### config.mk
export PLATFORM = sky130hd
export DESIGN_NAME = nfb_ctrl
export DESIGN_NICKNAME = d
export VERILOG_FILES = /design/src/rtl/core/nfb_pkg.sv /design/src/rtl/core/nfb_ctrl.sv
export VERILOG_INCLUDE_DIRS = /design/src /design/src/rtl/core
export SDC_FILE = /design/constraint.sdc
export NUM_CORES = 1
export LEC_CHECK = 0
export BUFFER_PORTS_ARGS = -buffer_cell sky130_fd_sc_hd__buf_2
export CORE_AREA = 5 5 42 44
export CTS_CLUSTER_SIZE = 24
export DETAILED_ROUTE_END_ITERATION = 16
export DIE_AREA = 0 0 47 49
export SLEW_MARGIN = 0
export SYNTH_ARGS = -nofsm -noshare
export SYNTH_HDL_FRONTEND = slang
export SYNTH_SLANG_ARGS = --single-unit
### constraint.sdc
create_clock -name clk -period 1.25 [get_ports clk]
set_clock_uncertainty 0.15 [all_clocks]
set_input_delay 0.1875 -clock clk [delete_from_list [all_inputs] [get_ports clk]]
set_output_delay 0.1875 -clock clk [all_outputs]
set_load 0.02 [all_outputs]
### src/rtl/core/nibble_framebuffer_block_move_assert.svh
// ----------------------------------------------------------------------------
// nibble_framebuffer_block_move_assert.svh
// Assertion macros shared by the framebuffer block-move modules. Each
// macro expects a clock named clk and a synchronous reset named rst.
// ----------------------------------------------------------------------------
`ifndef NIBBLE_FRAMEBUFFER_BLOCK_MOVE_ASSERT_SVH
`define NIBBLE_FRAMEBUFFER_BLOCK_MOVE_ASSERT_SVH

// A property that must hold at every clock edge outside reset.
`define NFB_ASSERT(label, cond, msg) \
  label: assert property (@(posedge clk) disable iff (rst) (cond)) else $error(msg);

// A property whose consequence must hold in the cycle after its antecedent.
`define NFB_ASSERT_NEXT(label, ante, cons, msg) \
  label: assert property (@(posedge clk) disable iff (rst) (ante) |=> (cons)) else $error(msg);

`endif

### src/rtl/core/nfb_pkg.sv
// ----------------------------------------------------------------------------
// nfb_pkg
// Shared types and constants of the nibble framebuffer block-move engine.
// ----------------------------------------------------------------------------
`default_nettype none

package nfb_pkg;

  // Field widths of the bus and configuration words.
  localparam int DATA_W      = 8;
  localparam int NIB_W       = 4;
  localparam int BYTE_ADDR_W = 14;
  localparam int COORD_W     = 10;
  localparam int PITCH_W     = 11;
  localparam int SHIFT_W     = 11;
  localparam int STRIDE_W    = 11;
  localparam int CNT_W       = 11;
  localparam int SPAN_W      = 12;
  localparam int CFG_IDX_W   = 3;
  localparam int CFG_DATA_W  = 11;

  // Nibble handling within a packed byte.
  localparam logic [DATA_W-1:0] NIB_HI_MASK = 8'hf0;
  localparam logic [DATA_W-1:0] NIB_LO_MASK = 8'h0f;
  localparam int                NIB_SHIFT   = 4;

  // Reset value of the pitch register.
  localparam logic [PITCH_W-1:0] PITCH_RESET = 11'd320;

  // Operation codes of an input word.
  typedef enum logic [1:0] {
    OP_WRITE = 2'd0,
    OP_READ  = 2'd1,
    OP_MOVE  = 2'd2
  } op_t;

  // Configuration register indexes.
  typedef enum logic [CFG_IDX_W-1:0] {
    CFG_PITCH   = 3'd0,
    CFG_LEFT    = 3'd1,
    CFG_TOP     = 3'd2,
    CFG_RIGHT   = 3'd3,
    CFG_BOTTOM  = 3'd4,
    CFG_SHIFT_X = 3'd5,
    CFG_SHIFT_Y = 3'd6
  } cfg_reg_t;

  // Controller states.
  typedef enum logic [2:0] {
    S_IDLE,
    S_RD_WAIT,
    S_MV_CHECK,
    S_MV_ADDR,
    S_MV_RSRC,
    S_MV_RDST,
    S_MV_WR
  } state_t;

  // Commands from the controller to the datapath.
  typedef struct packed {
    logic bus_wr;
    logic bus_rd;
    logic mv_init;
    logic mv_addr;
    logic mv_rsrc;
    logic mv_rdst;
    logic mv_wr;
    logic res_imm;
    logic res_imm_done;
    logic res_rd;
    logic res_mv;
  } nfb_cmd_t;

  // Status from the datapath to the controller.
  typedef struct packed {
    logic out_valid;
    logic out_busy;
    logic mv_empty;
    logic mv_last;
  } nfb_sts_t;

endpackage

`default_nettype wire

### src/rtl/core/nfb_ctrl.sv
// ----------------------------------------------------------------------------
// nfb_ctrl
// Controller of the block-move engine: accepts words, sequences bus
// accesses and the four-step nibble copy loop of a move.
// ----------------------------------------------------------------------------
`default_nettype none
`include "nibble_framebuffer_block_move_assert.svh"

module nfb_ctrl import nfb_pkg::*; (
  input  logic       clk,
  input  logic       rst,
  input  logic       in_valid,
  output logic       in_stall,
  input  logic [1:0] op,
  output logic       cfg_ready,
  input  nfb_sts_t   sts,
  output nfb_cmd_t   cmd
);

  state_t state;
  state_t state_next;
  logic   accept;

  // An input word is taken only in idle with room in the output register.
  assign in_stall  = !((state == S_IDLE) && !sts.out_busy);
  assign cfg_ready = (state == S_IDLE);
  assign accept    = in_valid && !in_stall;

  // State register.
  always_ff @(posedge clk) begin
    if (rst) begin
      state <= S_IDLE;
    end else begin
      state <= state_next;
    end
  end

  // Next-state logic.
  always_comb begin
    state_next = state;
    case (state)
      S_IDLE: begin
        if (accept) begin
          case (op)
            OP_READ: state_next = S_RD_WAIT;
            OP_MOVE: state_next = S_MV_CHECK;
            default: state_next = S_IDLE;
          endcase
        end
      end
      S_RD_WAIT:  state_next = S_IDLE;
      S_MV_CHECK: state_next = sts.mv_empty ? S_IDLE : S_MV_ADDR;
      S_MV_ADDR:  state_next = S_MV_RSRC;
      S_MV_RSRC:  state_next = S_MV_RDST;
      S_MV_RDST:  state_next = S_MV_WR;
      S_MV_WR:    state_next = sts.mv_last ? S_IDLE : S_MV_ADDR;
      default:    state_next = S_IDLE;
    endcase
  end

  // Command outputs.
  always_comb begin
    cmd = '0;
    case (state)
      S_IDLE: begin
        if (accept) begin
          case (op)
            OP_WRITE: begin
              cmd.bus_wr       = 1'b1;
              cmd.res_imm      = 1'b1;
              cmd.res_imm_done = 1'b1;
            end
            OP_READ: cmd.bus_rd  = 1'b1;
            OP_MOVE: cmd.mv_init = 1'b1;
            default: cmd.res_imm = 1'b1;
          endcase
        end
      end
      S_RD_WAIT:  cmd.res_rd  = 1'b1;
      S_MV_CHECK: cmd.res_mv  = sts.mv_empty;
      S_MV_ADDR:  cmd.mv_addr = 1'b1;
      S_MV_RSRC:  cmd.mv_rsrc = 1'b1;
      S_MV_RDST:  cmd.mv_rdst = 1'b1;
      S_MV_WR: begin
        cmd.mv_wr  = 1'b1;
        cmd.res_mv = sts.mv_last;
      end
      default: cmd = '0;
    endcase
  end

  // The read and move results always land in an empty output register.
  `NFB_ASSERT(a_rd_out_empty, (state == S_RD_WAIT) |-> !sts.out_valid, "read result blocked")
  `NFB_ASSERT(a_mv_out_empty, cmd.res_mv |-> !sts.out_valid, "move result blocked")

endmodule

`default_nettype wire

==> After elaboration in Yosys (flattened, before gate mapping) <==
Index checks and enable logic that the tools add are counted.
{ "totals": {"register_bits": 3, "input_bits": 9, "output_inout_bits": 13, "elab_cells": 36} }
{ "op_classes": {"eq_ne": 9, "muxes": 19, "reduce_logical": 7} }
{ "op_table": {"columns": ["operator", "n"], "rows": [
  ["$pmux W3 S6", 1],
  ["$eq A3 B3 Y1 const B", 3],
  ["$mux W1", 9],
  ["$mux W3", 3],
  ["$mux W2", 4],
  ["$eq A3 B2 Y1 const B", 2],
  ["$pmux W2 S2", 1],
  ["$eq A3 B1 Y1 const B", 1],
  ["$logic_not A3 Y1", 1],
  ["$eq A2 B1 Y1 const B", 1],
  ["$eq A2 B2 Y1 const B", 1],
  ["$logic_and A1 B1 Y1", 2],
  ["$logic_not A1 Y1", 2],
  ["$logic_not A2 Y1", 1],
  ["$ne A2 B1 Y1 const B", 1],
  ["$pmux W1 S2", 1],
  ["$reduce_or A2 Y1", 1]
]} }

==> Depth between registers and ports, before layout <==
Gate-level depths: netlist of run 1.
{ "depth": {"ltp_word": 5, "mapped_depth": 5} }

==> Worst setup path after synthesis of run 1 <==
OpenSTA, ideal clock, no wires.
{ "synth_timing": {"kind": "reg-to-output", "from": "reg state[0]", "to": "out cmd[10] (netlist name)", "arrival_time_ps": 1263, "path_slack_ps": -350, "path_stages_with_launch": 5, "path_buffers": 2, "cell_sequence": "dfxtp_1 buf_2 nor4_2 and2_1 buf_4"} }
{ "synth_rtl": {"columns": ["element", "line_no", "text"], "rows": [
  ["start: declaration", "nfb_ctrl.sv:20", "state_t state;"],
  ["start signal: assignment", "nfb_ctrl.sv:34", "state <= state_next;"],
  ["end: declaration", "nfb_ctrl.sv:17", "output nfb_cmd_t cmd"]
]} }

==> results of run 1 <==
final timing paths:
kind | end | slack (ps)
max | cmd[2] | -290
min | state[0] | 30
max reg2reg | state[0] | -140
min reg2reg | state[0] | 480
where the power goes:
| group | internal, W | leakage [nW] | switching (W) |
|---|---|---|---|
| registers | 0.0000937 | 0.0266 | 0.00000570 |
| logic | 0.0000873 | 0.321 | 0.0000710 |
| clock network | 0.000120 | 0.0150 | 0.0000571 |
| total | 0.000301 | 0.363 | 0.000134 |
logic make-up after synthesis:
kind of cell,synth area share (%)
adder cells (fa/ha/maj),11.1
multiplexers,2.95
buffers and inverters,12.9
AO/OA/AOI/OAI,13.3
flip-flops,17.7
AND/OR/NAND/NOR,42.1
routing by layer:
| metal | global-route usage [%] | vias to the layer above | part of all wire [%] |
|---|---|---|---|
| li1 | - | 203 | - |
| met1 | 10.5 | 186 | 40 |
| met2 | 12.9 | 18 | 50 |
| met3 | 2.58 | 0 | 9.3 |
| met4 | 4.15 | 0 | 0 |
| met5 | 0 | - | 0 |
per-stage QoR:
| step | power (W) | TNS [ps] | worst slack, ps | hold WS [ps] |
|---|---|---|---|---|
| final | 0.000435 | -3520 | -286 | 25.1 |
| after global routing | 0.000463 | -4640 | -401 | 33.3 |
| after CTS | 0.000409 | -3250 | -315 | 10.6 |
| after detailed placement | 0.000214 | -1730 | -202 | 265 |
| after global placement | 0.000213 | -1730 | -191 | 264 |
| after floorplan | 0.000171 | -1190 | -182 | 99.2 |
cells in the final DEF (no fill, tap or decap):
master	count
nor3_4	1
and3_4	1
clkbuf_1	1
mux2i_2	1
buf_2	8
and2_4	1
and2_2	2
nor4_4	1
clkbuf_4	3
ha_1	3
nor2b_4	1
clkinvlp_4	1
buf_4	16
a211oi_4	1
buf_12	1
a2111oi_4	1
a21oi_1	1
nor3_2	1
nor4_2	1
o21ai_2	1
and2_1	1
buf_6	13
nand2_4	1
nor3b_2	3
inv_1	3
nand2b_1	2
nand3b_1	1
nor3b_4	1
or3_4	1
dfxtp_4	3
repair_timing:
action                     CTS  global route
setup endpoints to repair   16            15
resized for setup           28            16
pin swaps                    4             6
setup buffers                4             7
cell type report:
type | instances | area (um^2) | share of cell area, %
multi-input combinational | 27 | 327 | 41.4
inverter | 4 | 18.8 | 2.38
timing repair buffer | 38 | 327 | 41.4
tap | 16 | 20.0 | 2.54
sequential | 3 | 71.3 | 9.03
clock buffer | 4 | 26.3 | 3.33
==> impl_metrics.json, run 1 <==
{
  "outcome": "complete, but fails checks",
  "violations": "setup timing",
  "synth.top_cell.area_share_pct": 17.7,
  "synth_area_leaders": "dfxtp_1 (18%), ha_1 (11%), a2111oi_4 (8.1%)",
  "crit_chain": "nor4_4 -> and2_4 -> buf_6",
  "chipHeight_um": 49,
  "clkTransAtPathRegs_ps": 40,
  "drv_cap": 0,
  "vias": 407,
  "finalWorstSetupSlack_ps": -286,
  "cts_root_buf": "clkbuf_4",
  "synth_area_um2": 339,
  "postLayoutCellArea_um2": 790,
  "htreeDepth": 1,
  "numCtsBuffers": 3,
  "drtPass1Iterations": 1,
  "rows": 14,
  "crit_required_ps": 910,
  "ys_seq_area_share_pct": 17.7,
  "stdcell_count": 92,
  "gp_congestion": 0.754,
  "place_hpwl_um": 691,
  "syn_inst": 38,
  "synth_commonest_cells": "and2_1 (4), inv_1 (4), dfxtp_1 (3), ha_1 (3), nor3b_1 (3)",
  "max_slew_margin_pct": 83.2,
  "io_pins": 22,
  "hold_path_startpoint": "rst",
  "critPathTopFamily": "simple AND/OR/NAND/NOR gates",
  "max_freq_mhz": 651,
  "drc": 0,
  "slowest_delay_ps": 360,
  "fin_crit_ps": 1540,
  "yosysUniqueCellTypes": 23,
  "hold_violations": 0,
  "nNetsFinal": 89,
  "rsz0062_at_grt": "true",
  "synth_top_area_cell": "dfxtp_1",
  "ant_nets": 0,
  "reg_top3": "state: 3 flops",
  "r2r_cells": 6,
  "die_w_um": 47,
  "cts_tree": "yes",
  "wl_per_cell_um": 11.2,
  "synthFlopType": "dfxtp_1",
  "ir_drop_mv": 0.610,
  "ys_ff_latch": 3,
  "path_depth": 3,
  "largest_register_ffs": 3,
  "hold_buffers": 0,
  "drtIter0Drc": 0,
  "place_area_um2": 532,
  "slew_viol_final": 0,
  "placedCellCount": 79,
  "critPathLaunchType": "flop",
  "r2r_start": "state[1]",
  "fillers": 131,
  "grt_usage_pct": 8.52,
  "worstMarginPinSlew_ps": 251,
  "holdPathStages": 2,
  "syn_to_final_growth_pct": 133,
  "crit_path_top_delay_cell": "dfxtp_4",
  "path_buf_inv": 1,
  "port_buffers": 20,
  "min_period_over_period_pct": 123,
  "start_util_pct": 24.2,
  "hold_class": "primary input to flop",
  "antenna_found_initial": 0,
  "grt_pass1_vias": 371,
  "clk_path_buf_depth": 2,
  "end_kind": "output port",
  "clock-sinks": 3,
  "syn_area_per_cell_um2": 8.92,
  "wirelength_mm": 1.03,
  "synth_edf_count": 0,
  "finalSetupViolations": 15,
  "insertion_delay_ps": 240,
  "yosysWarnings": 0,
  "grt_max_degree": 7,
  "antennaDiodeCount": 0,
  "crit_path_start": "state[1]",
  "p_leak_nw": 0.363,
  "path_class": "flop to output port",
  "p_per_area_nw_per_um2": 551,
  "utilization_pct": 56.3,
  "regMostFlops": "state",
  "via_per_inst": 4.42,
  "grt_pass1_wl_mm": 1.44,
  "die_area_um2": 2300,
  "syn_nets": 50,
  "cp_max_fo": 4,
  "core_um2": 1400,
  "grt_overflow_total": 0,
  "drive_gt1_share_pct": 84.2,
  "crit_arrival_ps": 1200,
  "ys_async_sr_fraction_pct": 0
}
Note: power is estimated with default switching activity, not from simulation.
==> run 2, diff against run 1 <==
--- a/config.mk
+++ b/config.mk
@@ -7,11 +7,13 @@
 export NUM_CORES = 1
 export LEC_CHECK = 0
 export BUFFER_PORTS_ARGS = -buffer_cell sky130_fd_sc_hd__buf_2
-export CORE_AREA = 5 5 42 44
+export CORE_AREA = 2 2 39 41
+export CTS_BUF_LIST = sky130_fd_sc_hd__clkbuf_4 sky130_fd_sc_hd__clkbuf_8
 export CTS_CLUSTER_SIZE = 24
 export DETAILED_ROUTE_END_ITERATION = 16
-export DIE_AREA = 0 0 47 49
+export DIE_AREA = 0 0 41 43
 export SLEW_MARGIN = 0
 export SYNTH_ARGS = -nofsm -noshare
 export SYNTH_HDL_FRONTEND = slang
 export SYNTH_SLANG_ARGS = --single-unit
+export TNS_END_PERCENT = 50
==> impl_metrics.json, run 2 (synthesis results as in run 1) <==
{
  "dp_slack_ps": -200,
  "syn_to_final_growth_pct": 99.3,
  "wirelength_um": 894,
  "grt_max_degree": 10,
  "mostFrequentLayoutCells": "buf_4 (22), buf_2 (10), nor3b_2 (4), clkbuf_4 (4)",
  "rows": 14,
  "switching_share_pct": 28.5,
  "finalSetupViolations": 15,
  "drc": 0,
  "clkTransAtPathRegs_ps": 40,
  "crit_arrival_ps": 1230,
  "p_per_area_nw_per_um2": 639,
  "port_buffers": 20,
  "crit_required_ps": 910,
  "rrSetupSlack_ps": -130,
  "gp_congestion": 0.754,
  "cp_max_fo": 4,
  "max_slew_margin_pct": 83.1,
  "critPathCapture": "cmd[3]",
  "numCtsBuffers": 3,
  "grt_overflow_total": 0,
  "grt_pass1_vias": 346,
  "crit_path_start": "state[1]",
  "fin_crit_ps": 1570,
  "r2r_cells": 5,
  "path_depth": 3,
  "pwr-share-comb_pct": 30.5,
  "hold_slack_ps": 25.5,
  "ir_drop_mv": 0.353,
  "path_class": "flop to output port",
  "core_um2": 1380,
  "hold_class": "primary input to flop",
  "crit_chain": "nor4_4 -> nor2b_2 -> buf_4",
  "rsz0062_at_grt": "true",
  "p_int_w": 0.000309,
  "slew_viol_final": 0,
  "clk_path_buf_depth": 2,
  "chipHeight_um": 43,
  "p_leak_nw": 0.338,
  "crit_path_top_delay_cell": "dfxtp_4",
  "violations": "setup timing",
  "place_hpwl_um": 639,
  "nNetsFinal": 87,
  "p_sw_w": 0.000123,
  "cts_root_buf": "clkbuf_4",
  "gr-usage-met3_pct": 3.14,
  "hold_violations": 0,
  "grtUsageMet1_pct": 14.4,
  "drv_cap": 0,
  "cts_tree": "yes",
  "insertion_delay_ps": 240,
  "outcome": "complete, but fails checks",
  "drtIter0Drc": 2,
  "antenna_found_initial": 0,
  "ant_nets": 0,
  "largest_register_ffs": 3,
  "die_area_um2": 1760,
  "r2r_end": "state[1]",
  "start_util_pct": 24.5,
  "grt_usage_pct": 12.3,
  "wl_per_cell_um": 9.93,
  "drive_gt1_share_pct": 75.7,
  "grt_pass1_wl_mm": 1.43,
  "io_pins": 22,
  "vias": 383,
  "regMostFlops": "state",
  "use_met2_pct": 17.8,
  "critPathLaunchType": "flop",
  "die_w_um": 41,
  "seqPwrFrac_pct": 23.4,
  "finalWorstSetupSlack_ps": -320,
  "slowest_delay_ps": 360,
  "htreeDepth": 1,
  "max_freq_mhz": 637,
  "drtPass1Iterations": 2,
  "r2r_start": "state[2]",
  "antennaDiodeCount": 0,
  "via_per_inst": 4.26,
  "min_period_over_period_pct": 126,
  "end_kind": "output port",
  "layout_commonest_cell": "buf_4",
  "path_buf_inv": 1,
  "reg_top3": "state: 3 flops",
  "top_usage_layer": "met2",
  "worstMarginPinSlew_ps": 251,
  "clock-sinks": 3,
  "critPathTopFamily": "simple AND/OR/NAND/NOR gates",
  "power.share.clock_pct": 46.1
}
-- run 2: changes by cell type in the layout (fill, tap and decap cells not counted), moves of 2 or more --
cell and delta:
buf_6 -10, and2_1 +2, and2_2 -2, buf_2 +2
buf_4 +6
-- run 2: power by group through the flow --
stage               Combinational, W  Clock, W  Sequential, W
floorplan                  0.0000672         0       0.000101
global placement            0.000108         0       0.000107
detailed placement          0.000111         0       0.000107
CTS                         0.000121  0.000208       0.000104
global route                0.000143  0.000218       0.000101
finish                      0.000132  0.000199       0.000101
-- run 2: worst min path at each step --
stage,from,end,depth (start not counted),slack [ps]
CTS,rst,state[1],2,5
global route,rst,state[1],2,20
floorplan,rst,state[2],1,100
global placement,rst,state[1],2,260
detailed placement,rst,state[1],2,270
finish,rst,state[2],2,30
-- run 2: layout make-up --
class | instances | area (um^2)
fill | 138 | 708
multi-input combinational | 27 | 273
timing repair buffer | 36 | 269
sequential | 3 | 68.8
clock buffer | 4 | 30.0
tap | 16 | 20.0
inverter | 4 | 15.0
-- run 2: metrics by stage --
stage                     instances  total power [W]  util [%]  TNS (ps)  instance area [um^2]
final                            90         0.000432      48.8     -3570                   676
after global routing             90         0.000462      48.8     -4630                   676
after CTS                        88         0.000433      44.5     -3660                   616
after floorplan                  38         0.000168         -     -1370                   362
after detailed placement         83         0.000217      39.6     -1680                   548
after global placement           83         0.000215      39.6     -1540                   548
-- run 2: per-layer routing --
| metal | wire length (um) | vias to the layer above | share of wire, % |
|---|---|---|---|
| met5 | 0 | - | 0 |
| met1 | 371 | 167 | 41 |
| met3 | 59 | 0 | 6.6 |
| li1 | - | 199 | - |
| met2 | 463 | 17 | 52 |
| met4 | 0 | 0 | 0 |
-- run 2: repair_timing --
| item | 4_1_cts | 5_1_grt |
|---|---|---|
| pin swaps | 4 | 4 |
| buffers inserted | 1 | 2 |
| hold buffers | 0 | 0 |
| setup endpoints to repair | 16 | 15 |
| resized for setup | 13 | 10 |
==> run 3, diff against run 2 <==
--- a/config.mk
+++ b/config.mk
@@ -6,12 +6,16 @@
 export SDC_FILE = /design/constraint.sdc
 export NUM_CORES = 1
 export LEC_CHECK = 0
+export ABC_AREA = 0
 export BUFFER_PORTS_ARGS = -buffer_cell sky130_fd_sc_hd__buf_2
-export CORE_AREA = 2 2 39 41
+export CELL_PAD_IN_SITES_DETAIL_PLACEMENT = 0
+export CELL_PAD_IN_SITES_GLOBAL_PLACEMENT = 2
+export CORE_MARGIN = 8
+export CORE_UTILIZATION = 20
 export CTS_BUF_LIST = sky130_fd_sc_hd__clkbuf_4 sky130_fd_sc_hd__clkbuf_8
 export CTS_CLUSTER_SIZE = 24
 export DETAILED_ROUTE_END_ITERATION = 16
-export DIE_AREA = 0 0 41 43
+export PLACE_DENSITY_LB_ADDON = 0.1
 export SLEW_MARGIN = 0
 export SYNTH_ARGS = -nofsm -noshare
 export SYNTH_HDL_FRONTEND = slang
==> impl_metrics.json, run 3 (synthesis results as in run 1) <==
{
  "mostFrequentLayoutCells": "buf_4 (14), buf_6 (9), buf_2 (8)",
  "p_per_area_nw_per_um2": 606,
  "grt_usage_pct": 6.25,
  "cts_tree": "yes",
  "insertion_delay_ps": 230,
  "worstMarginPinSlew_ps": 259,
  "finalWorstSetupSlack_ps": -314,
  "grt_pass1_wl_mm": 1.68,
  "ant_nets": 0,
  "clkTransAtPathRegs_ps": 30,
  "rsz0062_at_grt": "true",
  "r2r_start": "state[2]",
  "critPathLaunchType": "flop",
  "reg_top3": "state: 3 flops",
  "drtIter0Drc": 6,
  "chipHeight_um": 57.2,
  "finalSetupViolations": 15,
  "cp_max_fo": 4,
  "layout_commonest_cell": "buf_4",
  "outcome": "complete, but fails checks",
  "drtPass1Iterations": 4,
  "io_pins": 22,
  "via_per_inst": 4.62,
  "r2r_end": "state[1]",
  "end_kind": "output port",
  "grt_max_degree": 10,
  "numCtsBuffers": 3,
  "stdcell_count": 87,
  "place_area_um2": 532,
  "largest_register_ffs": 3,
  "regMostFlops": "state",
  "fillers": 171,
  "place_hpwl_um": 836,
  "fin_crit_ps": 1560,
  "min_period_over_period_pct": 125,
  "wirelength_mm": 1.09,
  "nNetsFinal": 83,
  "drive_gt1_share_pct": 78.6,
  "cts_root_buf": "clkbuf_4",
  "crit_required_ps": 910,
  "drv_cap": 0,
  "rows": 15,
  "r2r_cells": 6,
  "hold_slack_ps": 18.2,
  "antennaDiodeCount": 0,
  "hold_buffers": 0,
  "crit_chain": "nor4_4 -> nor2b_2 -> buf_6",
  "grt_pass1_vias": 424,
  "postLayoutCellArea_um2": 699,
  "max_slew_margin_pct": 82.6,
  "die_w_um": 57.2,
  "max_freq_mhz": 640,
  "clk_path_buf_depth": 2,
  "placedCellCount": 80,
  "hold_class": "primary input to flop",
  "die_area_um2": 3270,
  "start_util_pct": 20.5,
  "clock-sinks": 3,
  "holdPathStages": 2,
  "hold_path_startpoint": "rst",
  "syn_to_final_growth_pct": 106,
  "rrSetupSlack_ps": -250,
  "drc": 0,
  "crit_path_top_delay_cell": "dfxtp_4",
  "path_class": "flop to output port",
  "gp_congestion": 0.727,
  "port_buffers": 20,
  "holdPathEnd": "state[1]",
  "ir_drop_mv": 0.548,
  "vias": 402,
  "antenna_found_initial": 0,
  "slew_viol_final": 0,
  "violations": "setup timing",
  "hold_violations": 0,
  "p_leak_nw": 0.331,
  "core_um2": 1650,
  "htreeDepth": 1,
  "grt_overflow_total": 0,
  "wl_per_cell_um": 12.5,
  "slowest_delay_ps": 350,
  "crit_arrival_ps": 1230
}
run 3: cell count changes in the layout (fill, tap and decap cells not counted), sizes merged:
cell / before / now
buf: 36 / 32
run 3: power breakdown:
part / internal [W] / switching, W / total (W)
combinational: 0.0000717 / 0.0000662 / 0.000138
sequential: 0.0000939 / 0.00000398 / 0.0000978
clock: 0.000141 / 0.0000472 / 0.000188
run 3: area by class of cell:
| type | count | area, um^2 | share of cell area, % |
|---|---|---|---|
| Multi-Input combinational cell | 27 | 293 | 41.9 |
| Timing Repair Buffer | 32 | 267 | 38.1 |
| Sequential cell | 3 | 71.3 | 10.2 |
| Clock buffer | 4 | 30.0 | 4.29 |
| Tap cell | 17 | 21.3 | 3.04 |
| Inverter | 4 | 17.5 | 2.50 |
run 3: worst max-delay path by stage:
stage                   from       end  slack, ps  cells after the start
finish              state[1]    cmd[3]       -310                      3
global route        state[1]    cmd[3]       -400                      3
CTS                 state[2]    cmd[3]       -350                      3
detailed placement     op[0]  state[1]       -210                      7
global placement       op[0]  state[1]       -190                      7
floorplan           state[1]  state[1]       -180                      4
run 3: metal layers:
metal / up-vias / track usage [%] / routed length [um] / part of all wire [%]
met1: 187 / 6.09 / 406 / 37
met2: 19 / 10.2 / 540 / 50
met5: - / 0 / 0 / 0
met3: 2 / 3.10 / 126 / 12
met4: 0 / 4.03 / 17 / 1.6
li1: 194 / - / - / -
run 3: what timing repair did:
item                       CTS  global route
gates resized for setup     29             8
pin swaps                    6             4
buffers inserted             1             2
setup endpoints to repair   15            15
gates cloned                 0             0
run 3: per-stage QoR:
step                      power [W]  setup slack (ps)  util [%]  TNS [ps]
final                      0.000424              -314      42.3     -3850
after global routing       0.000452              -402      42.3     -4810
after CTS                  0.000424              -351      39.8     -4160
after detailed placement   0.000216              -210      32.2     -1560
after global placement     0.000213              -188      32.2     -1400
after floorplan            0.000168              -182         -     -1370
run 3: worst max-delay path: cells and delay by family (launching register included):
kind                   cells  cell delay (ps)
buffers and inverters      1              120
flip-flops                 1              350
AND/OR/NAND/NOR            2              530
